==> src/rtl/core/pba_pkg.sv <==
package pba_pkg;

  localparam int unsigned CountWidth = 16;
  localparam int unsigned DistWidth  = 10;

  typedef enum logic [1:0] {
    MODE_NORMAL     = 2'd0,
    MODE_CONTINUOUS = 2'd1,
    MODE_SINGLE     = 2'd2,
    MODE_ADJUST     = 2'd3
  } pba_mode_t;

  typedef enum logic {
    OP_TICK   = 1'b0,
    OP_UPDATE = 1'b1
  } pba_op_t;

  typedef enum logic {
    REG_ON_TICKS    = 1'b0,
    REG_IDLE_PERIOD = 1'b1
  } pba_reg_t;

  typedef struct packed {
    pba_op_t                opcode;
    pba_mode_t              mode;
    logic [DistWidth-1:0]   distance;
    logic                   object_seen;
    logic                   pulse_request;
  } pba_item_t;

  typedef struct packed {
    logic [CountWidth-1:0] on_ticks;
    logic [CountWidth-1:0] idle_period;
  } pba_cfg_t;

  localparam logic [CountWidth-1:0] ResetOnTicks    = 16'd500;
  localparam logic [CountWidth-1:0] ResetIdlePeriod = 16'd50000;

  localparam logic [DistWidth-1:0] Dist250 = 10'd250;
  localparam logic [DistWidth-1:0] Dist200 = 10'd200;
  localparam logic [DistWidth-1:0] Dist100 = 10'd100;
  localparam logic [DistWidth-1:0] Dist50  = 10'd50;
  localparam logic [DistWidth-1:0] Dist25  = 10'd25;
  localparam logic [DistWidth-1:0] Dist10  = 10'd10;
  localparam logic [DistWidth-1:0] Dist5   = 10'd5;

  localparam logic [CountWidth-1:0] Period3500 = 16'd3500;
  localparam logic [CountWidth-1:0] Period3000 = 16'd3000;
  localparam logic [CountWidth-1:0] Period2500 = 16'd2500;
  localparam logic [CountWidth-1:0] Period2000 = 16'd2000;
  localparam logic [CountWidth-1:0] Period1500 = 16'd1500;
  localparam logic [CountWidth-1:0] Period1000 = 16'd1000;
  localparam logic [CountWidth-1:0] Period750  = 16'd750;
  localparam logic [CountWidth-1:0] Period500  = 16'd500;

endpackage

==> src/rtl/core/pba_period.sv <==
module pba_period (
  input  pba_pkg::pba_mode_t                 mode,
  input  logic [pba_pkg::DistWidth-1:0]      distance,
  input  logic [pba_pkg::CountWidth-1:0]     idle_period,
  output logic [pba_pkg::CountWidth-1:0]     period
);

  always_comb begin
    if (mode != pba_pkg::MODE_NORMAL) begin
      period = idle_period;
    end else if (distance >= pba_pkg::Dist250) begin
      period = pba_pkg::Period3500;
    end else if (distance >= pba_pkg::Dist200) begin
      period = pba_pkg::Period3000;
    end else if (distance >= pba_pkg::Dist100) begin
      period = pba_pkg::Period2500;
    end else if (distance >= pba_pkg::Dist50) begin
      period = pba_pkg::Period2000;
    end else if (distance >= pba_pkg::Dist25) begin
      period = pba_pkg::Period1500;
    end else if (distance >= pba_pkg::Dist10) begin
      period = pba_pkg::Period1000;
    end else if (distance >= pba_pkg::Dist5) begin
      period = pba_pkg::Period750;
    end else begin
      period = pba_pkg::Period500;
    end
  end

endmodule

==> src/rtl/core/pba_core.sv <==
module pba_core (
  input  logic               clk,
  input  logic               rst,
  input  logic               step,
  input  pba_pkg::pba_item_t item,
  input  pba_pkg::pba_cfg_t  cfg,
  output logic               buzzer,
  output logic               led
);

  logic [pba_pkg::CountWidth-1:0] tick_count;
  logic [pba_pkg::CountWidth-1:0] tick_count_next;
  logic [pba_pkg::CountWidth-1:0] period_length;
  logic [pba_pkg::CountWidth-1:0] period_length_next;
  logic [pba_pkg::CountWidth-1:0] new_period;
  logic [pba_pkg::CountWidth-1:0] count_inc;
  logic tone_active;
  logic tone_active_next;
  logic flash_pending;
  logic flash_pending_next;
  logic toggle_phase;
  logic toggle_phase_next;
  logic buzzer_next;
  logic led_next;
  logic in_window;

  pba_period u_period (
    .mode        (item.mode),
    .distance    (item.distance),
    .idle_period (cfg.idle_period),
    .period      (new_period)
  );

  assign in_window = tick_count <= cfg.on_ticks;
  assign count_inc = tick_count + 1'b1;

  always_comb begin
    tick_count_next    = tick_count;
    period_length_next = period_length;
    tone_active_next   = tone_active;
    flash_pending_next = flash_pending;
    toggle_phase_next  = toggle_phase;
    buzzer_next        = buzzer;
    led_next           = led;
    if (item.opcode == pba_pkg::OP_UPDATE) begin
      period_length_next = new_period;
      case (item.mode)
        pba_pkg::MODE_CONTINUOUS: begin
          tone_active_next = 1'b1;
          tick_count_next  = '0;
        end
        pba_pkg::MODE_SINGLE: begin
          if (item.pulse_request) begin
            tone_active_next   = 1'b1;
            flash_pending_next = 1'b1;
            tick_count_next    = '0;
          end
        end
        pba_pkg::MODE_ADJUST: begin
          tone_active_next = 1'b0;
        end
        default: begin
        end
      endcase
    end else begin
      if (tone_active && in_window) begin
        buzzer_next       = toggle_phase;
        toggle_phase_next = !toggle_phase;
      end
      led_next           = flash_pending;
      flash_pending_next = 1'b0;
      if (!in_window) begin
        tone_active_next = 1'b0;
      end
      if (count_inc >= period_length) begin
        tick_count_next = '0;
        if (item.object_seen && item.mode == pba_pkg::MODE_NORMAL) begin
          tone_active_next   = 1'b1;
          flash_pending_next = 1'b1;
        end
      end else begin
        tick_count_next = count_inc;
      end
    end
  end

  always_ff @(posedge clk) begin
    if (rst) begin
      tick_count    <= '0;
      period_length <= pba_pkg::ResetIdlePeriod;
      tone_active   <= 1'b0;
      flash_pending <= 1'b0;
      toggle_phase  <= 1'b0;
      buzzer        <= 1'b0;
      led           <= 1'b0;
    end else if (step) begin
      tick_count    <= tick_count_next;
      period_length <= period_length_next;
      tone_active   <= tone_active_next;
      flash_pending <= flash_pending_next;
      toggle_phase  <= toggle_phase_next;
      buzzer        <= buzzer_next;
      led           <= led_next;
    end
  end

  a_led_follows_flash: assert property (@(posedge clk) disable iff (rst)
    step && item.opcode == pba_pkg::OP_TICK |=> led == $past(flash_pending))
    else $error("LED level does not match the armed flash after a tick.");

  a_update_keeps_outputs: assert property (@(posedge clk) disable iff (rst)
    step && item.opcode == pba_pkg::OP_UPDATE |=> $stable(buzzer) && $stable(led))
    else $error("Outputs changed on a mode update.");

  a_count_wraps: assert property (@(posedge clk) disable iff (rst)
    step && item.opcode == pba_pkg::OP_TICK
    |=> tick_count < period_length || tick_count == '0)
    else $error("Tick count passed the period length.");

  a_idle_holds: assert property (@(posedge clk) disable iff (rst)
    !step |=> $stable(tick_count) && $stable(tone_active) && $stable(buzzer))
    else $error("State changed without an accepted item.");

endmodule

==> src/rtl/core/proximity_beep_alarm_timer.sv <==
// Proximity alarm beeper. Every input item (a timer tick or a mode update)
// produces exactly one result item carrying the buzzer and LED levels after
// that item. The block takes one item per clock cycle unless m_tready stalls the
// output: the state update is a single pass of logic into the state registers,
// which directly hold the result, and an output valid flag lets a new item enter
// in the same cycle that the previous result is taken. Configuration writes are
// always ready and should be issued only while no result is pending.
module proximity_beep_alarm_timer (
  input  logic        clk,
  input  logic        rst,
  input  logic        s_tvalid,
  output logic        s_tready,
  // tdata: mode[1:0], distance[11:2], object_seen[12], pulse_request[13], zero[15:14]
  input  logic [15:0] s_tdata,
  // tuser: opcode[0]
  input  logic        s_tuser,
  output logic        m_tvalid,
  input  logic        m_tready,
  // tdata: buzzer_level[0], led_level[1], zero[7:2]
  output logic [7:0]  m_tdata,
  input  logic        cfg_valid,
  output logic        cfg_ready,
  input  logic        cfg_index,
  input  logic [15:0] cfg_data
);

  pba_pkg::pba_item_t item;
  pba_pkg::pba_cfg_t  cfg;
  logic               step;
  logic               buzzer;
  logic               led;

  assign item.opcode        = pba_pkg::pba_op_t'(s_tuser);
  assign item.mode          = pba_pkg::pba_mode_t'(s_tdata[1:0]);
  assign item.distance      = s_tdata[11:2];
  assign item.object_seen   = s_tdata[12];
  assign item.pulse_request = s_tdata[13];

  assign s_tready  = !m_tvalid || m_tready;
  assign step      = s_tvalid && s_tready;
  assign cfg_ready = 1'b1;

  always_ff @(posedge clk) begin
    if (rst) begin
      cfg.on_ticks    <= pba_pkg::ResetOnTicks;
      cfg.idle_period <= pba_pkg::ResetIdlePeriod;
    end else if (cfg_valid) begin
      case (pba_pkg::pba_reg_t'(cfg_index))
        pba_pkg::REG_ON_TICKS:    cfg.on_ticks    <= cfg_data;
        pba_pkg::REG_IDLE_PERIOD: cfg.idle_period <= cfg_data;
        default: begin
        end
      endcase
    end
  end

  always_ff @(posedge clk) begin
    if (rst) begin
      m_tvalid <= 1'b0;
    end else if (step) begin
      m_tvalid <= 1'b1;
    end else if (m_tready) begin
      m_tvalid <= 1'b0;
    end
  end

  pba_core u_core (
    .clk    (clk),
    .rst    (rst),
    .step   (step),
    .item   (item),
    .cfg    (cfg),
    .buzzer (buzzer),
    .led    (led)
  );

  assign m_tdata = {6'b0, led, buzzer};

endmodule
==> config.mk <==
export PLATFORM = sky130hd
export DESIGN_NAME = proximity_beep_alarm_timer
export DESIGN_NICKNAME = d
export VERILOG_FILES = /design/src/rtl/core/pba_pkg.sv /design/src/rtl/core/pba_period.sv /design/src/rtl/core/pba_core.sv /design/src/rtl/core/proximity_beep_alarm_timer.sv
export SDC_FILE = /design/constraint.sdc
export NUM_CORES = 1
export LEC_CHECK = 0
export BUFFER_PORTS_ARGS = -buffer_cell sky130_fd_sc_hd__buf_2
export CAP_MARGIN = 10
export CORE_ASPECT_RATIO = 1.5
export CORE_UTILIZATION = 53
export DETAILED_ROUTE_END_ITERATION = 10
export GPL_ROUTABILITY_DRIVEN = 0
export PLACE_DENSITY_LB_ADDON = 0.25
export SYNTH_ARGS = -nofsm -noshare
export SYNTH_HDL_FRONTEND = slang
export SYNTH_SLANG_ARGS = --single-unit
export TNS_END_PERCENT = 1
==> constraint.sdc <==
create_clock -name clk -period 3.6 [get_ports clk]
set_input_delay 0.72 -clock clk [delete_from_list [all_inputs] [get_ports clk]]
set_output_delay 0.72 -clock clk [all_outputs]
set_load 0.1 [all_outputs]
==> results of run 1 <==
routing by layer:
metal,vias to the layer above,GRT usage (%),routed length (um)
li1,1874,-,-
met3,34,4.939,401
met1,1744,32.29,4159
met4,0,19.47,544
met2,101,48.06,5019
met5,-,0,0
critical path: stages, from the launching register on:
cell     delay, ns
dfxtp_1       0.34
and4_4        0.25
and3b_2       0.23
nand3_1       0.10
and2_1        0.17
or2_2         0.29
ha_1          0.30
nand2_1       0.07
or3_1         0.37
or4_4         0.55
and4b_1       0.23
buf_12        0.16
a22oi_1       0.18
nor2_1        0.05
layout make-up:
class	instances	area [um^2]	area share, %
clock buffers	9	123.9	2.703
clock inverters	7	78.83	1.720
inverters	36	135.1	2.948
multi-input cells	385	2341	51.08
flip-flops and latches	70	1401	30.58
well taps	100	125.1	2.730
repair buffers	62	377.9	8.245
flip-flops by register name, indices dropped and copies added (netlist names):
signal,flops
u_core.toggle_phase,1
u_core.tick_count,16
cfg,32
u_core.buzzer,1
u_core.flash_pending,1
u_core.tone_active,1
m_tvalid,1
u_core.period_length,16
u_core.led,1
report_power, final:
| group | total (mW) | switching [mW] | leakage (nW) | internal, mW |
|---|---|---|---|---|
| registers | 0.824 | 0.0166 | 0.572 | 0.807 |
| clock network | 0.668 | 0.340 | 0.105 | 0.328 |
| logic | 0.246 | 0.168 | 1.35 | 0.0780 |
timing repair:
action	4_1_cts	5_1_grt
resized for setup	0	7
setup endpoints to repair	0	16
buffers inserted	0	0
worst max-delay path by stage:
stage               slack [ns]                  from                     to  depth (start not counted)
finish                    0.18  u_core.tick_count[4]   u_core.tick_count[7]                         13
CTS                       0.04  u_core.tick_count[4]   u_core.tick_count[7]                         13
global route            -0.002  u_core.tick_count[3]  u_core.tick_count[10]                         13
floorplan                 0.21  u_core.tick_count[2]  u_core.tick_count[14]                         14
detailed placement        0.05  u_core.tick_count[4]   u_core.tick_count[7]                         13
global placement          0.08  u_core.tick_count[4]   u_core.tick_count[3]                         13
per-stage QoR:
step           area (um^2)  hold slack (ns)
3_3_place_gp          4353           0.4403
5_1_grt               4583           0.4797
4_1_cts               4556           0.4597
6_report              4583           0.4545
2_1_floorplan         4008           0.4292
3_5_place_dp          4353           0.4442
cell families after synthesis:
logic type | synth area share (%)
simple gates | 26.16
compound gates | 19.29
flops | 35.13
buf+inv | 7.340
fa+ha+maj | 10.35
xor+xnor | 1.537
other cells | 0.1883
layout by cell type (no fill, tap or decap), types with 4 or more instances in the layout:
cell,count
conb_1,7
o21a_1,4
a21oi_1,50
or2_2,7
a211oi_1,5
nor2_1,31
o21ai_0,20
nand2_1,99
xnor2_1,6
and3_1,9
nor2b_1,11
a221oi_1,6
inv_1,36
a211o_1,9
buf_2,40
and2_1,6
dfxtp_1,70
a22oi_1,6
nand4_1,7
ha_1,32
clkbuf_8,9
nand3b_1,7
nor3_1,6
nand3_1,12
nand2b_1,4
buf_4,21
==> qor.yml, run 1 <==
critical_path:
  worstSetupPathType: "reg2reg"
  reg2reg_setup_slack_ns: 0.18
  critPathLaunchType: "flop"
  r2r_cells: 13
  worst_r2r_startpoint: "u_core.tick_count[4]"
  cp.required_ns: 3.84
  timing.rr.end: "u_core.tick_count[7]"
  cp.arrival_ns: 3.65
  cp_max_fo: 16
  end_kind: "flop"
power:
  leakage_nw: 2.022
  p_per_area_nw_per_um2: 379.0
  totalPowerFinal_mw: 1.737
  peakVddDrop_v: 0.0003742
final_layout:
  areaGrowthSynthToFinish_pct: 14.90
  utilization_pct: 63.00
  fin_cells: 669
  antennaDiodeCount: 0
  n_fill_cell: 653
  fin_nets: 636
  layout-drive-gt1-share_pct: 16.34
run_status:
  status: "finished, final reports clean"
timing:
  finClkSkew_ns: 0.01070
  period_minus_slack_ns: 3.416
  worstMarginPinSlew_ns: 1.008
  setup_slack_ns: 0.1838
  setup_viol: 0
  hold_violations: 0
  slew_headroom_pct: 32.16
  fmax_mhz: 292.7
  report.final.slew_viol_count: 0
  post-route-period-util_pct: 94.90
  fin_tns_setup_ns: 0
floorplanning:
  die_w_um: 72.84
  start_util_pct: 54.83
  dieArea_um2: 7884
  row_count: 38
  core-area_um2: 7274
  die_y_um: 108.3
  pin_count: 50
clocking:
  holdBufCountCts: 0
  clk_path_buf_depth: 2
  root_buffer: "clkbuf_8"
  path_clk_slew_ns: 0.08
  cts_max_level: 3
  cts_buffers: 9
  worst_skew_pair.late_latency_ns: 0.37
  cts_tree: "built"
  clock-sinks: 70
global_route:
  antenna_found_initial: 0
  grt_first_pass_wirelength_mm: 16.95
  overflow: 0
  grt_usage_pct: 28.50
  grt_pass1_vias: 3677
  grt_max_degree: 41
synth:
  synth_edf_count: 0
  synthTopCellsByCount: "99 x nand2_1, 70 x dfxtp_1, 50 x a21oi_1"
  ys_async_sr_fraction_pct: 0
  synth_top_area_share_pct: 35.13
  synth_cell_types: 50
  ys_top_cells_by_area: "dfxtp_1 35%, ha_1 10%, nand2_1 9.3%"
  yosysSeqAreaShare_pct: 35.13
  avgSynthCellArea_um2: 7.745
  syn_inst: 515
  synth_most_common_cell: "nand2_1"
  synth_ff_type: "dfxtp_1"
  synth_top_cell_by_area: "dfxtp_1"
  ys_ff_latch: 70
  synth_area_um2: 3989
  synth-warning-count: 0
place:
  placed_cells_incl_taps: 653
  dp_worst_setup_slack_ns: 0.05346
  port_buffers: 40
  dp_hpwl_mm: 7.675
worst_hold_path:
  whs_path_depth: 2
  holdPathEnd: "u_core.led"
  hp-start: "u_core.led"
  worstHoldPathType: "reg2reg"
run:
  cap_violations: 0
route:
  via_per_inst: 5.610
  post_drt_wl_per_cell_um: 15.13
  drtIter0Drc: 263
  wl_mm: 10.12
  drc: 0
  postRouteAntennaNets: 0
  vias: 3753
  dr.pass1.iters: 4
Power figures use the tool's default switching activity.
==> inputs of run 2 (changes only) <==
Settings changed: CORE_ASPECT_RATIO 1.5 to 0.8.
==> run 2 against run 1 <==
  * Sequential share of layout area up 0.19 points
  * Design area fell by 0.63%
  * Die area hardly changed
  * First-iteration DRC count decreased by 7.6%
  * Cell count fell by 1.9%
  * Clock skew decreased by 0.0026 ns
==> qor.yml, run 2 (synthesized netlist as in run 1, its figures left out) <==
run_status:
  status: "finished, final reports clean"
timing:
  slew_headroom_pct: 38.53
  worstMarginPinSlew_ns: 0.9137
  setup_slack_ns: 0.1103
  setup_viol: 0
  finClkSkew_ns: 0.008058
  report.final.slew_viol_count: 0
  post-route-period-util_pct: 96.94
  fmax_mhz: 286.6
  hold_violations: 0
  period_minus_slack_ns: 3.490
  fin_tns_setup_ns: 0
  hold_ws_ns: 0.4531
  rsz0062_at_grt: "no"
place:
  dpl_cell_area_um2: 4337
  port_buffers: 40
  placed_cells_incl_taps: 640
  dp_worst_setup_slack_ns: 0.1144
  dp_hpwl_mm: 7.375
final_layout:
  fin_nets: 636
  regArea_um2: 1401
  utilization_pct: 64.20
  regMostFlops: "cfg"
  fin_cells: 656
  layout_commonest_cell: "nand2_1"
  antennaDiodeCount: 0
  layout_common_cells: "99 x nand2_1, 70 x dfxtp_1, 50 x a21oi_1, 40 x buf_2, 36 x inv_1"
  final_area_um2: 4554
  areaGrowthSynthToFinish_pct: 14.18
  multi_input_area_um2: 2344
  top_regs: "cfg (32), u_core.period_length (16), u_core.tick_count (16)"
  largest_reg_flops: 32
  n_fill_cell: 661
  layout-drive-gt1-share_pct: 16.70
critical_path:
  timing.rr.end: "u_core.tick_count[7]"
  reg2reg_setup_slack_ns: 0.11
  startpoint: "u_core.tick_count[5]"
  r2r_cells: 13
  cpLargestDelayFamily: "simple AND/OR/NAND/NOR gates"
  path_cells: "and4_1, and3b_2, and2_1, nor2b_1, or2_2, ha_1, nand4_1, or3_4, or4_4, and4b_1, buf_12, a22oi_1, nor2_1"
  critPathLaunchType: "flop"
  critical_path_buf_inv_count: 1
  slowest_stage: "or4_4"
  cp_max_fo: 16
  worstSetupPathType: "reg2reg"
  cp.arrival_ns: 3.71
  worst_r2r_startpoint: "u_core.tick_count[5]"
  cpPeakStageDelay_ns: 0.53
  cp.required_ns: 3.82
  end_kind: "flop"
route:
  top_layer: "met4"
  wl_met3_um: 688
  dr.pass1.iters: 5
  met1Wirelength_mm: 4.793
  postRouteAntennaNets: 0
  drtIter0Drc: 243
  drc: 0
  wl_mm: 10.06
  post_drt_wl_per_cell_um: 15.33
  wl_met2_mm: 4.444
  vias: 3742
  via_per_inst: 5.704
worst_hold_path:
  holdPathEnd: "u_core.led"
  worstHoldPathType: "reg2reg"
  whs_path_depth: 2
  hp-start: "u_core.led"
global_route:
  grt_max_degree: 38
  grt_pass1_vias: 3301
  overflow: 0
  grt_usage_pct: 26.67
  grt_first_pass_wirelength_mm: 16.12
  antenna_found_initial: 0
run:
  cap_violations: 0
clocking:
  holdBufCountCts: 0
  root_buffer: "clkbuf_8"
  clock-sinks: 70
  cts_buffers: 9
  worst_skew_pair.late_latency_ns: 0.36
  cts_tree: "built"
  cts_max_level: 3
  path_clk_slew_ns: 0.08
  clk_path_buf_depth: 2
power:
  totalPowerFinal_mw: 1.686
  peakVddDrop_v: 0.0002558
  p_per_area_nw_per_um2: 370.3
  leakage_nw: 2.010
floorplanning:
  start_util_pct: 56.23
  core-area_um2: 7094
  dieArea_um2: 7879
  die_w_um: 98.99
  die_y_um: 79.60
  pin_count: 50
  row_count: 27
## run 2: changes by cell type in the layout (fill, tap and decap cells not counted), moves of 2 or more
cell / previous run / this run
clkinvlp_4: 0 / 2
clkinv_4: 2 / 0
a22oi_1: 6 / 3
a22oi_2: 3 / 6
## run 2: how the worst max path moves through the flow
stage                             to  cells past startpoint
6_report        u_core.tick_count[7]                     13
5_1_grt         u_core.tick_count[3]                     13
4_1_cts         u_core.tick_count[7]                     13
3_5_place_dp    u_core.tick_count[7]                     13
3_3_place_gp   u_core.tick_count[12]                     13
2_1_floorplan  u_core.tick_count[14]                     14
## run 2: power by group
| group | internal, mW | switching, mW | total (mW) |
|---|---|---|---|
| registers | 0.807 | 0.0159 | 0.823 |
| clock network | 0.278 | 0.337 | 0.615 |
| logic | 0.0782 | 0.170 | 0.248 |
## run 2: worst register-to-register path, cell delays in order (launching register included)
cell,delay (ns)
dfxtp_1,0.32
and4_1,0.21
and3b_2,0.23
and2_1,0.15
nor2b_1,0.13
or2_2,0.30
ha_1,0.31
nand4_1,0.12
or3_4,0.42
or4_4,0.53
and4b_1,0.23
buf_12,0.16
a22oi_1,0.19
nor2_1,0.06
## run 2: timing repair
| action | 4_1_cts | 5_1_grt |
|---|---|---|
| resized for setup | 0 | 7 |
| setup buffers | 0 | 0 |
| setup endpoints to repair | 0 | 8 |
## run 2: cell type report
type	instances	area share (%)
multi-input combinational	385	51.46
inverter	36	2.967
clock buffer	10	3.022
sequential	70	30.77
clock inverter	6	1.099
tap	87	2.390
timing repair buffer	62	8.297
## run 2: per-layer routing
metal	track usage [%]	vias to the layer above
met5	0	-
met4	7.463	0
met3	6.130	17
met2	40.14	126
met1	37.95	1724
li1	-	1875
